==> config.mk <==
export PLATFORM = sky130hd
export DESIGN_NAME = captive_dns_responder_core_flat
export DESIGN_NICKNAME = d
export VERILOG_FILES = /design/src/design/cdr_pkg.sv /design/src/design/cdr_req_if.sv /design/src/design/cdr_rsp_if.sv /design/src/design/cdr_parser.sv /design/src/design/cdr_answer.sv /design/src/design/captive_dns_responder_core.sv /design/src/flat_wrapper.sv
export SDC_FILE = /design/constraint.sdc
export NUM_CORES = 1
export LEC_CHECK = 0
export ABC_CLOCK_PERIOD_IN_PS = 2850
export BUFFER_PORTS_ARGS = -buffer_cell sky130_fd_sc_hd__buf_2
export CAP_MARGIN = 20
export CORE_AREA = 5 5 122 78
export DETAILED_ROUTE_END_ITERATION = 10
export DIE_AREA = 0 0 127 83
export PLACE_DENSITY = 0.71
export SYNTH_ARGS = -nofsm -noshare
export SYNTH_HDL_FRONTEND = slang
export SYNTH_SLANG_ARGS = --single-unit
==> constraint.sdc <==
create_clock -name clock -period 2.85 [get_ports clock]
set_input_delay 0 -clock clock [delete_from_list [all_inputs] [get_ports clock]]
set_output_delay 0 -clock clock [all_outputs]
set_load 0.01 [all_outputs]
==> src/design/cdr_pkg.sv <==
// Types, constants and tables shared by the captive DNS responder modules.
`default_nettype none
package cdr_pkg;

   localparam int MAX_DATAGRAM = 496;
   localparam int MAX_LABEL    = 63;

   localparam int POS_W = $clog2(MAX_DATAGRAM + 1);
   localparam int NLP_W = $clog2(MAX_DATAGRAM + MAX_LABEL + 1);

   localparam logic [POS_W-1:0] POS_FLAGS_HI   = POS_W'(2);
   localparam logic [POS_W-1:0] POS_FLAGS_LO   = POS_W'(3);
   localparam logic [POS_W-1:0] POS_QDCOUNT_HI = POS_W'(4);
   localparam logic [POS_W-1:0] POS_QDCOUNT_LO = POS_W'(5);
   localparam logic [POS_W-1:0] POS_ANCOUNT_HI = POS_W'(6);
   localparam logic [POS_W-1:0] POS_ANCOUNT_LO = POS_W'(7);
   localparam logic [POS_W-1:0] POS_NSCOUNT_HI = POS_W'(8);
   localparam logic [POS_W-1:0] POS_NSCOUNT_LO = POS_W'(9);
   localparam logic [POS_W-1:0] POS_ARCOUNT_HI = POS_W'(10);
   localparam logic [POS_W-1:0] POS_HEADER_END = POS_W'(11);
   localparam logic [NLP_W-1:0] FIRST_LABEL    = NLP_W'(12);

   localparam logic [7:0] RESP_FLAGS_HI = 8'h81;
   localparam logic [7:0] RESP_FLAGS_LO = 8'h80;

   localparam int CSR_IDX_W = 1;
   localparam logic [CSR_IDX_W-1:0] CSR_IDX_ENABLE  = 1'b0;
   localparam logic [CSR_IDX_W-1:0] CSR_IDX_ADDRESS = 1'b1;
   localparam logic [31:0] ANSWER_ADDRESS_RESET = 32'hC0A8_0401;

   localparam int ANSWER_LEN  = 16;
   localparam int ANSWER_CNT_W = $clog2(ANSWER_LEN + 1);
   localparam int ANSWER_IDX_W = $clog2(ANSWER_LEN);
   localparam int PREFIX_LEN = 12;
   localparam logic [7:0] ANSWER_PREFIX [PREFIX_LEN] = '{
      8'hC0, 8'h0C, 8'h00, 8'h01, 8'h00, 8'h01,
      8'h00, 8'h00, 8'h00, 8'h00, 8'h00, 8'h04
   };

   typedef enum logic [1:0] {
      PH_HEADER,
      PH_NAME,
      PH_TYPECLASS
   } parse_phase_type;

   typedef struct packed {
      logic       emit;
      logic       drop;
      logic       done;
      logic [7:0] reply_byte;
   } parse_result_type;

endpackage
`default_nettype wire

==> src/design/cdr_req_if.sv <==
// Request channel: query bytes with a packet end flag.
`default_nettype none
interface cdr_req_if;
   logic       valid;
   logic       ready;
   logic [7:0] data_byte;
   logic       end_of_packet;

   modport source (output valid, output data_byte, output end_of_packet, input ready);
   modport sink (input valid, input data_byte, input end_of_packet, output ready);
endinterface
`default_nettype wire

==> src/design/cdr_rsp_if.sv <==
// Response channel: reply bytes with last and discard flags.
`default_nettype none
interface cdr_rsp_if;
   logic       valid;
   logic       ready;
   logic [7:0] reply_byte;
   logic       reply_last;
   logic       discard;

   modport source (output valid, output reply_byte, output reply_last, output discard,
                   input ready);
   modport sink (input valid, input reply_byte, input reply_last, input discard,
                 output ready);
endinterface
`default_nettype wire

==> src/design/cdr_parser.sv <==
// Query parser: header checks, label walk, type/class check and rewrite.
`default_nettype none
module cdr_parser import cdr_pkg::*; (
   input  wire logic             clock,
   input  wire logic             reset,
   input  wire logic             take,
   input  wire logic             enable,
   input  wire logic [7:0]       data_byte,
   input  wire logic             end_of_packet,
   output parse_result_type      result
);

   logic [POS_W-1:0] pos_ff, pos_in;
   logic [NLP_W-1:0] nlp_ff, nlp_in;
   parse_phase_type  phase_ff, phase_in;
   logic [1:0]       tc_ff, tc_in;
   logic             fin_ff, fin_in;
   logic             fail, done, emit;
   logic [7:0]       ob;

   always_comb begin
      pos_in   = pos_ff;
      nlp_in   = nlp_ff;
      phase_in = phase_ff;
      tc_in    = tc_ff;
      fin_in   = fin_ff;
      fail     = 1'b0;
      done     = 1'b0;
      emit     = 1'b1;
      ob       = data_byte;
      if (fin_ff) begin
         // skip trailing bytes until the packet ends
         emit = 1'b0;
      end else begin
         if (!enable || pos_ff >= POS_W'(MAX_DATAGRAM)) begin
            fail = 1'b1;
         end else begin
            unique case (phase_ff)
               PH_HEADER: begin
                  unique case (pos_ff)
                     POS_FLAGS_HI: begin
                        fail = data_byte[7];
                        ob   = RESP_FLAGS_HI;
                     end
                     POS_FLAGS_LO:   ob = RESP_FLAGS_LO;
                     POS_QDCOUNT_HI: fail = (data_byte != 8'd0);
                     POS_QDCOUNT_LO: fail = (data_byte != 8'd1);
                     POS_ANCOUNT_HI: ob = 8'd0;
                     POS_ANCOUNT_LO: ob = 8'd1;
                     POS_NSCOUNT_HI, POS_NSCOUNT_LO,
                     POS_ARCOUNT_HI, POS_HEADER_END: ob = 8'd0;
                     default: ;
                  endcase
                  if (pos_ff == POS_HEADER_END) begin
                     phase_in = PH_NAME;
                  end
               end
               PH_NAME: begin
                  if (NLP_W'(pos_ff) == nlp_ff) begin
                     if (data_byte == 8'd0) begin
                        phase_in = PH_TYPECLASS;
                     end else if (data_byte > 8'(MAX_LABEL)) begin
                        fail = 1'b1;
                     end else begin
                        nlp_in = NLP_W'(pos_ff) + NLP_W'(data_byte) + NLP_W'(1);
                     end
                  end
               end
               PH_TYPECLASS: begin
                  if (data_byte != {7'd0, tc_ff[0]}) begin
                     fail = 1'b1;
                  end else if (tc_ff == 2'd3) begin
                     done = 1'b1;
                  end else begin
                     tc_in = tc_ff + 2'd1;
                  end
               end
               default: fail = 1'b1;
            endcase
         end
         if (!fail && !done && end_of_packet) begin
            fail = 1'b1;
         end
         if (!fail) begin
            pos_in = pos_ff + POS_W'(1);
         end
         if (fail || done) begin
            fin_in = 1'b1;
         end
      end
      // return to the idle packet state on the final byte
      if (end_of_packet) begin
         pos_in   = '0;
         nlp_in   = FIRST_LABEL;
         phase_in = PH_HEADER;
         tc_in    = 2'd0;
         fin_in   = 1'b0;
      end
   end

   assign result.emit       = emit;
   assign result.drop       = fail;
   assign result.done       = done;
   assign result.reply_byte = fail ? 8'd0 : ob;

   always_ff @(posedge clock) begin
      if (reset) begin
         pos_ff   <= '0;
         nlp_ff   <= FIRST_LABEL;
         phase_ff <= PH_HEADER;
         tc_ff    <= 2'd0;
         fin_ff   <= 1'b0;
      end else if (take) begin
         pos_ff   <= pos_in;
         nlp_ff   <= nlp_in;
         phase_ff <= phase_in;
         tc_ff    <= tc_in;
         fin_ff   <= fin_in;
      end
   end

endmodule
`default_nettype wire

==> src/design/cdr_answer.sv <==
// Output register and answer record sequencer.
`default_nettype none
module cdr_answer import cdr_pkg::*; (
   input  wire logic             clock,
   input  wire logic             reset,
   input  wire logic             req_valid,
   output logic                  req_ready,
   input  wire parse_result_type result,
   input  wire logic [31:0]      address,
   output logic                  rsp_valid,
   input  wire logic             rsp_ready,
   output logic [7:0]            reply_byte,
   output logic                  reply_last,
   output logic                  discard
);

   logic                    valid_ff, valid_in;
   logic [7:0]              byte_ff, byte_in;
   logic                    last_ff, last_in;
   logic                    disc_ff, disc_in;
   logic [ANSWER_CNT_W-1:0] cnt_ff, cnt_in;
   logic [ANSWER_IDX_W-1:0] idx;
   logic [7:0]              answer_byte;
   logic                    out_free;
   logic                    take;

   assign out_free  = !valid_ff || rsp_ready;
   assign req_ready = out_free && (cnt_ff == '0);
   assign take      = req_valid && req_ready;

   // answer byte index counts up as the remaining count drains
   assign idx = ANSWER_IDX_W'(ANSWER_CNT_W'(ANSWER_LEN) - cnt_ff);

   always_comb begin
      if (idx < ANSWER_IDX_W'(PREFIX_LEN)) begin
         answer_byte = ANSWER_PREFIX[idx];
      end else begin
         unique case (idx[1:0])
            2'd0:    answer_byte = address[31:24];
            2'd1:    answer_byte = address[23:16];
            2'd2:    answer_byte = address[15:8];
            default: answer_byte = address[7:0];
         endcase
      end
   end

   always_comb begin
      valid_in = valid_ff;
      byte_in  = byte_ff;
      last_in  = last_ff;
      disc_in  = disc_ff;
      cnt_in   = cnt_ff;
      if (out_free) begin
         if (cnt_ff != '0) begin
            valid_in = 1'b1;
            byte_in  = answer_byte;
            last_in  = (cnt_ff == ANSWER_CNT_W'(1));
            disc_in  = 1'b0;
            cnt_in   = cnt_ff - ANSWER_CNT_W'(1);
         end else if (take && result.emit) begin
            valid_in = 1'b1;
            byte_in  = result.reply_byte;
            last_in  = result.drop;
            disc_in  = result.drop;
            if (result.done) begin
               cnt_in = ANSWER_CNT_W'(ANSWER_LEN);
            end
         end else begin
            valid_in = 1'b0;
         end
      end
   end

   always_ff @(posedge clock) begin
      if (reset) begin
         valid_ff <= 1'b0;
         cnt_ff   <= '0;
      end else begin
         valid_ff <= valid_in;
         cnt_ff   <= cnt_in;
      end
   end

   always_ff @(posedge clock) begin
      byte_ff <= byte_in;
      last_ff <= last_in;
      disc_ff <= disc_in;
   end

   assign rsp_valid  = valid_ff;
   assign reply_byte = byte_ff;
   assign reply_last = last_ff;
   assign discard    = disc_ff;

endmodule
`default_nettype wire

==> src/design/captive_dns_responder_core.sv <==
// Captive portal DNS responder: top level with configuration registers.
//
// Usage:
//   req_chan carries one query byte per request (data_byte, end_of_packet on
//   the final byte). rsp_chan returns the response stream: header and question
//   bytes as they pass, with flags rewritten to 81 80 and counts to 1/1/0/0,
//   then a 16-byte A record holding answer_address after the last class byte.
//   A failed query yields one drop marker (reply_byte 0, reply_last and discard
//   set); the receiver throws away every byte it already took for that packet.
//   Output: a request's reply byte is registered and shows on rsp_chan in the
//   cycle after accept. Throughput: one request per cycle while the output is
//   not stalled; after the final class byte the answer sequencer owns the
//   output register for the A record and req_chan.ready stays low meanwhile.
//   Stall: rsp_chan.ready low while a reply is offered holds the output
//   register and drops req_chan.ready; no byte is lost or repeated.
//   Reset (synchronous, active high): the parser returns to the header,
//   the output empties, responder_enable clears and answer_address returns
//   to 192.168.4.1. Write csr_* only while the block is idle.
`default_nettype none
module captive_dns_responder_core import cdr_pkg::*; (
   input  wire logic                 clock,
   input  wire logic                 reset,
   cdr_req_if.sink                   req_chan,
   cdr_rsp_if.source                 rsp_chan,
   input  wire logic                 csr_write_enable,
   input  wire logic [CSR_IDX_W-1:0] csr_index,
   input  wire logic [31:0]          csr_write_data
);

   logic             enable_ff;
   logic [31:0]      address_ff;
   logic             take;
   parse_result_type result;

   // configuration registers: write only, no read-back
   always_ff @(posedge clock) begin
      if (reset) begin
         enable_ff  <= 1'b0;
         address_ff <= ANSWER_ADDRESS_RESET;
      end else if (csr_write_enable) begin
         unique case (csr_index)
            CSR_IDX_ENABLE:  enable_ff  <= csr_write_data[0];
            CSR_IDX_ADDRESS: address_ff <= csr_write_data;
            default: ;
         endcase
      end
   end

   // advance the parser on every accepted request
   assign take = req_chan.valid && req_chan.ready;

   cdr_parser u_parser (
      .clock         (clock),
      .reset         (reset),
      .take          (take),
      .enable        (enable_ff),
      .data_byte     (req_chan.data_byte),
      .end_of_packet (req_chan.end_of_packet),
      .result        (result)
   );

   // hold the reply in the output register, append the answer after it
   cdr_answer u_answer (
      .clock      (clock),
      .reset      (reset),
      .req_valid  (req_chan.valid),
      .req_ready  (req_chan.ready),
      .result     (result),
      .address    (address_ff),
      .rsp_valid  (rsp_chan.valid),
      .rsp_ready  (rsp_chan.ready),
      .reply_byte (rsp_chan.reply_byte),
      .reply_last (rsp_chan.reply_last),
      .discard    (rsp_chan.discard)
   );

endmodule
`default_nettype wire

==> src/flat_wrapper.sv <==
// flat-port wrapper written by rule: the top's interface ports become plain ports
module captive_dns_responder_core_flat import cdr_pkg::*;
  (clock, reset, csr_write_enable, csr_index, csr_write_data, req_chan_valid, req_chan_data_byte, req_chan_end_of_packet, req_chan_ready, rsp_chan_valid, rsp_chan_reply_byte, rsp_chan_reply_last, rsp_chan_discard, rsp_chan_ready);
  cdr_req_if req_chan_i ();
  cdr_rsp_if rsp_chan_i ();
  input  wire logic clock;
  input  wire logic reset;
  input  wire logic csr_write_enable;
  input  wire logic [CSR_IDX_W-1:0] csr_index;
  input  wire logic [31:0] csr_write_data;
  input wire logic [$bits(req_chan_i.valid)-1:0] req_chan_valid;
  input wire logic [$bits(req_chan_i.data_byte)-1:0] req_chan_data_byte;
  input wire logic [$bits(req_chan_i.end_of_packet)-1:0] req_chan_end_of_packet;
  output wire logic [$bits(req_chan_i.ready)-1:0] req_chan_ready;
  output wire logic [$bits(rsp_chan_i.valid)-1:0] rsp_chan_valid;
  output wire logic [$bits(rsp_chan_i.reply_byte)-1:0] rsp_chan_reply_byte;
  output wire logic [$bits(rsp_chan_i.reply_last)-1:0] rsp_chan_reply_last;
  output wire logic [$bits(rsp_chan_i.discard)-1:0] rsp_chan_discard;
  input wire logic [$bits(rsp_chan_i.ready)-1:0] rsp_chan_ready;
  assign req_chan_i.valid = req_chan_valid;
  assign req_chan_i.data_byte = req_chan_data_byte;
  assign req_chan_i.end_of_packet = req_chan_end_of_packet;
  assign req_chan_ready = req_chan_i.ready;
  assign rsp_chan_valid = rsp_chan_i.valid;
  assign rsp_chan_reply_byte = rsp_chan_i.reply_byte;
  assign rsp_chan_reply_last = rsp_chan_i.reply_last;
  assign rsp_chan_discard = rsp_chan_i.discard;
  assign rsp_chan_i.ready = rsp_chan_ready;
  captive_dns_responder_core u_core (.clock(clock), .reset(reset), .req_chan(req_chan_i), .rsp_chan(rsp_chan_i), .csr_write_enable(csr_write_enable), .csr_index(csr_index), .csr_write_data(csr_write_data));
endmodule
======== Yosys cells after proc, flatten, opt, wreduce, memory -nomap -nowiden ========
Memories as Yosys holds them, arrays and structs flattened.
Cells that the tools add are included.
word-level totals
  bits in read-only memories .............. 128
  memories kept ........................... 1
  bits of input ports ..................... 47
  word-level logic and storage cells ...... 149
  flip-flop bits (word level) ............. 73
  output and inout port bits .............. 12
cells by class
  reduce and logical (&&, ||, !) cells .... 33
  order comparisons ....................... 4
  bitwise logic cells ..................... 2
  eq/ne operators ......................... 29
  muxes and demuxes ....................... 62
  add/sub/neg operators ................... 6
memory list
  name              words  bits a word  rd ports  clocked after Yosys merged registers in  write ports  line              text
  (name not given)  16     8            1         0                                        0            cdr_answer.sv:36  answer_byte = ANSWER_PREFIX[idx];
operator list
  cell                                                           count
  two-way mux 8 bit                                              9
  two-way mux 10 bit                                             7
  == test 9 x 3 -> 1 bit, second input constant                  4
  == test 9 x 4 -> 1 bit, second input constant                  4
  one-hot mux 8 bit (4 select lines)                             1
  two-way mux 9 bit                                              3
  two-way mux 2 bit                                              12
  one-hot mux 8 bit (3 select lines)                             1
  two-way mux 1 bit                                              23
  == test 9 x 2 -> 1 bit, second input constant                  2
  two-way mux 5 bit                                              3
  inequality test 2 bit, second input constant                   7
  AND reduction 7 bit                                            2
  adder 10 x 1 -> 10 bit, second input constant                  1
  adder 9 x 8 -> 10 bit                                          1
  == test 9 x 10 -> 1 bit                                        1
  nonzero test 2 bit                                             5
  adder 9 x 1 -> 9 bit, second input constant                    1
  >= comparator 9 bit, second input constant                     1
  inequality test 3 bit, second input constant                   3
  greater-than comparator 8 x 6 -> 1 bit, second input constant  1
  logical NOT 8 bit                                              1
  inequality test 8 x 1 -> 1 bit                                 1
  inequality test 8 x 1 -> 1 bit, second input constant          1
  other kinds (24)                                               41

======== Longest topological paths before layout ========
  depth in word-level cells ............... 16
  gate-level depth with buffers ........... 10
  gate-level depth less buffers ........... 9

======== Modules after synthesis ========
Synthesis repeated with hierarchy kept, for this count alone.
unflattened totals
  cell total of the unflattened synthesis .. 512
  area, all modules ....................... 4404.2 um2
by module, submodules not included
  module                      cells an instance  area each (um2)  sequential area each (um2)  instances
  cdr_parser                  245                1886.8           480.5                       1
  captive_dns_responder_core  146                1412.6           660.6                       1
  cdr_answer                  121                1104.8           420.4                       1

======== Worst setup path before layout ========
OpenSTA, ideal clock, no wires.
  path kind ............................... register -> register
  start point ............................. reg u_core.u_answer.cnt_ff[0]
  end point ............................... reg u_core.u_parser.nlp_ff[1]
  library setup time ...................... 117 ps
  cell stages (with the launch flop) ...... 11
  setup slack ............................. 331 ps
  data required time ...................... 2733 ps
  arrival ................................. 2402 ps
  cells stage by stage .................... dfxtp_1 -> inv_1 -> ha_1 -> or4b_4 -> buf_6 -> nor2_8 -> nand3_2 -> or4_4 -> and2_4 -> buf_6 -> a22o_1
between the ends
  longest elaborated chain between the ends .. 4
RTL lines
  element                               line                              text
  start: declaration                    cdr_answer.sv:21                  logic [ANSWER_CNT_W-1:0] cnt_ff, cnt_in;
  start signal: assignment              cdr_answer.sv:80                  cnt_ff <= cnt_in;
  logical NOT 5 bit                     cdr_answer.sv:28                  assign req_ready = out_free && (cnt_ff == '0);
  logical AND 1 bit                     cdr_answer.sv:28
  net req_chan_ready                    flat_wrapper.sv:14                output wire logic [$bits(req_chan_i.ready)-1:0] req_chan_ready;
  logical AND 1 bit                     captive_dns_responder_core.sv:50  assign take = req_chan.valid && req_chan.ready;
  AND reduction 7 bit (no source line)  --
  end signal: assignment                cdr_parser.sv:115                 nlp_ff <= nlp_in;
  end: declaration                      cdr_parser.sv:14                  logic [NLP_W-1:0] nlp_ff, nlp_in;
The timed path passes the listed nets, and every way through them passes these cells.
A chain may end at the register's enable or synchronous reset.

======== Worst setup path in the final report ========
  start point ............................. reg u_core.u_parser.pos_ff[1]
  end point ............................... reg u_core.u_parser.pos_ff[1]
between the ends
  longest elaborated chain between the ends .. 12
  elaborated cells on any way between the ends .. 25
  those cells by class .................... add/sub (1); order compare (1); eq/ne (5); mux (12); reduce/logical (6)
RTL lines
  element                                                                  line                                text
  start: declaration                                                       cdr_parser.sv:13                    logic [POS_W-1:0] pos_ff, pos_in;
  start signal: assignment                                                 cdr_parser.sv:114                   pos_ff <= pos_in;
  == test 9 x 3 -> 1 bit (tied with other cells)                           cdr_parser.sv:40                    unique case (pos_ff)
  one-hot mux 1 bit (3 select lines) or two-way mux 1 bit (tied branches)  cdr_parser.sv:40, cdr_parser.sv:59
  one-hot mux 1 bit (3 select lines)                                       cdr_parser.sv:38                    unique case (phase_ff)
  two-way mux 1 bit                                                        cdr_parser.sv:35                    if (!enable || pos_ff >= POS_W'(MAX_DATAGRAM)) begin
  two-way mux 1 bit                                                        cdr_parser.sv:31                    if (fin_ff) begin
  logical NOT 1 bit                                                        cdr_parser.sv:81                    if (!fail && !done && end_of_packet) begin
  logical AND 1 bit (2 in series)                                          cdr_parser.sv:81
  two-way mux 1 bit                                                        cdr_parser.sv:81
  two-way mux 1 bit                                                        cdr_parser.sv:31
  inequality test 2 bit (no source line)                                   --
  AND reduction 3 bit (no source line)                                     --
Parallel ways exist; a longest one is shown, timed or not. The select of a mux whose other input is x is not followed.

==> run metrics <==
status finished, final reports clean; largest cells by area after synthesis dfxtp_1 31%, nand2_1 7.8%, edfxtp_1 7.3%; Yosys cell types 57; Placed Area 4469 µm²; cts bufs inserted 9; Clk network pwr share a little under half; #FFs+latches synth 73; Critical path origin u_core.u_parser.pos_ff[1]$_SDFFE_PP0P_; met2 WL 5.023 mm; first-pass GRT wire length 19.98 mm; R2R depth 8; crit path to u_core.u_parser.pos_ff[1]$_SDFFE_PP0P_; largest net degree at the start of global routing 41; Design Area, Final around 5100 µm²; synth warn 0; antenna cell count 0; Die Area 10540 µm²; Post-synth EDFFs 10; Sw Ratio 24.49%; final setup fails 0; initial antenna violation count 0; fin nets around 660; fin crit share 91.15%; Reg2Reg Setup Slack 0.25 ns; Flop pwr share 44.0%; Yosys top cell by area dfxtp_1; CTS tree done; Gate power share 10.4%; number of global-route vias before repair approximately 3.8k; WL met1 approximately 5.8 mm; Setup Skew 0.008817 ns; met3 WL 1.539 mm; Max-Slew Margin vs Limit 32.23%; Worst EP required ~3.1 ns; maximum achievable frequency a little under 400 MHz; detailed-route via count 4202; TritonRoute pass-1 iters 7; leak pwr 0.002131 µW; Fin Setup TNS 0 ns; initial core utilization 49.71%; clk buf depth 2; Setup CP Type flop to flop; Cell Area, Synth 4108 µm²; Int Pwr 1901 µW; PwrDens 492.6 nW/µm²; WP data arrival 2.86 ns; reg-to-reg endpoint u_core.u_parser.pos_ff[1]$_SDFFE_PP0P_; Mean Syn Cell Area between 8 and 9 µm²; actual slew at the worst max-slew pin 1.014 ns; Peak VDD IR 0.3430 mV; Sw Pwr 616.5 µW; Cells after Synth between 500 and 600; layout cells sized above 1 15.82%; Slew Viols, Final 0; FFs w/ async S/R, synth 0%; Core ar. around 8300 µm²; hpwl dp 9.218 mm; RSZ-0062 raised after global routing false; Crit. End Element flop; post-synthesis sequential area ratio 38.01%; Fin. Hold Viols 0; drt drc 0; Final ANT Viol Nets 0; Iter 0 DRT Violations 623; Fill cells 746; Reg clk slew, reported paths roughly 0.060 ns; Post-CTS Setup Inserts 0; min Tclk post-route 2.598 ns; Max Cap Viol 0; Post-synth top flop dfxtp_1; Vias/cell 5.952; Root Buffer Master clkbuf_16; row cnt 26; DR top layer met4; Die Height 83 µm; top-area cell type share of the netlist area about 30%; crit path launch type flop; io pins 59; Hold Path Class primary input to flop; routability congestion estimate around 0.9; CP Max Fanout 9; R2R Path Start u_core.u_parser.pos_ff[1]$_SDFFE_PP0P_; Synth Net Count 574; Layout area overhead 24.43%; H-Tree Depth 3; PortBufs between 50 and 60; Routed Wire Length 12.58 mm; global-route usage over all layers 24.03%; GRT overflow 0; Die Wd 127 µm; hold_ws 0.04146 ns; Wirelength per Cell 17.82 µm; clock latency on the worst-skew pair 0.34 ns; clock sinks 73
[critical path: stages (launching register included)]
cell and delay [ns]:
dfxtp_1 0.55, inv_1 0.18, ha_1 0.26, o21ai_0 0.18, o21ai_0 0.19, nand4_1 0.19, nand4_1 0.27, or3b_2 0.52
a21oi_1 0.17
[cell usage in the layout, fill, tap and decap left out, drive strengths merged, types with 9 or more instances in the layout]
cell / count
buf: 66
nand3: 35
dlygate4sd3: 32
edfxtp: 10
ha: 18
a22o: 9
inv: 23
o21ai: 19
nor2: 34
dfxtp: 63
nand4: 9
nor3: 11
a21oi: 49
xor2: 13
clkbuf: 10
nand2: 85
[synthesized netlist by cell type, drive strengths merged (2+ instances only)]
master   instances
a211oi           3
a21boi           2
a21o             2
a21oi           49
a222oi           8
a22o             9
a22oi            5
a31oi            8
and2             3
and3             2
and4             3
buf              5
clkbuf          23
dfxtp           63
edfxtp          10
ha              18
inv             23
mux2i            3
nand2           85
nand2b           8
nand3           35
nand4            9
nor2            34
nor2b            4
nor3            11
nor4             8
nor4b            2
o2111ai          2
o211ai           3
o21a             5
o21ai           19
o31ai            2
or3              5
or3b             2
or4              4
xnor2            5
xor2            13
[worst min path at each step]
stage / from / to / cells past startpoint
2_1_floorplan: csr_write_data[0] / u_core.address_ff[0]$_SDFFE_PP1P_ / 2
4_1_cts: csr_write_enable / u_core.enable_ff$_SDFFE_PP0P_ / 4
3_3_place_gp: csr_write_data[19] / u_core.address_ff[19]$_SDFFE_PP1P_ / 3
6_report: csr_write_enable / u_core.enable_ff$_SDFFE_PP0P_ / 4
5_1_grt: csr_write_enable / u_core.enable_ff$_SDFFE_PP0P_ / 4
3_5_place_dp: csr_write_data[10] / u_core.address_ff[10]$_SDFFE_PP1P_ / 3
[metrics by stage]
step                      instances  util [%]  total power, µW  worst slack (ns)
after floorplan                 508         -             1253            0.3312
after global placement          657     54.09             1342            0.4122
after detailed placement        657     54.09             1346            0.3233
after CTS                       705     61.67             2524            0.3230
after global routing            706     61.86             2605           0.09214
final                           706     61.86             2518            0.2521
[power groups by stage]
| stage | Sequential [µW] | Clock, µW | Combinational (µW) |
|---|---|---|---|
| floorplan | 1130 | 0 | 128 |
| global route | 1110 | 1210 | 286 |
| detailed placement | 1130 | 0 | 218 |
| global placement | 1130 | 0 | 214 |
| finish | 1110 | 1150 | 262 |
| CTS | 1110 | 1160 | 253 |
[sequential cells by signal, indices dropped and copies added (netlist names)]
| register | cells |
|---|---|
| u_core.u_parser.nlp_ff | 10 |
| u_core.u_answer.reply_byte | 8 |
| u_core.u_parser.phase_ff | 2 |
| u_core.u_answer.discard | 1 |
| u_core.u_parser.fin_ff | 1 |
| u_core.u_answer.rsp_valid | 1 |
| u_core.u_parser.tc_ff | 2 |
| u_core.enable_ff | 1 |
| u_core.u_answer.reply_last | 1 |
| u_core.address_ff | 32 |
| u_core.u_answer.cnt_ff | 5 |
| u_core.u_parser.pos_ff | 9 |
[what timing repair did]
| action | CTS | global route |
|---|---|---|
| hold buffers | 32 | 0 |
| setup endpoints to repair | 0 | 0 |
| gates resized for setup | 0 | 0 |
| endpoints found under the hold margin | 33 | 0 |
[routing by layer]
metal | vias to the layer above | GRT usage [%]
met2 | 246 | 31.62
li1 | 1992 | -
met4 | 0 | 7.692
met3 | 21 | 9.103
met5 | - | 0
met1 | 1943 | 35.56
[layout make-up]
| class | instances | area (µm²) | share of cell area (%) |
|---|---|---|---|
| well taps | 112 | 140.1 | 2.742 |
| clock buffers | 10 | 239.0 | 4.676 |
| clock inverters | 6 | 67.56 | 1.322 |
| inverters | 23 | 86.33 | 1.689 |
| repair buffers | 98 | 678.2 | 13.27 |
| multi-input cells | 384 | 2338 | 45.75 |
| flip-flops and latches | 73 | 1562 | 30.55 |
[kinds of logic (layout without fill, tap and decap cells)]
| group | count (synthesis) | count (layout) | synth area share [%] |
|---|---|---|---|
| simple gates | 219 | 219 | 26.50 |
| compound gates | 125 | 125 | 19.74 |
| flops | 73 | 73 | 38.01 |
| buf+inv | 51 | 137 | 5.209 |
| fa+ha+maj | 19 | 19 | 5.970 |
| xor+xnor | 18 | 18 | 3.838 |
| mux | 3 | 3 | 0.7311 |
(Power assumes the default switching activity.)
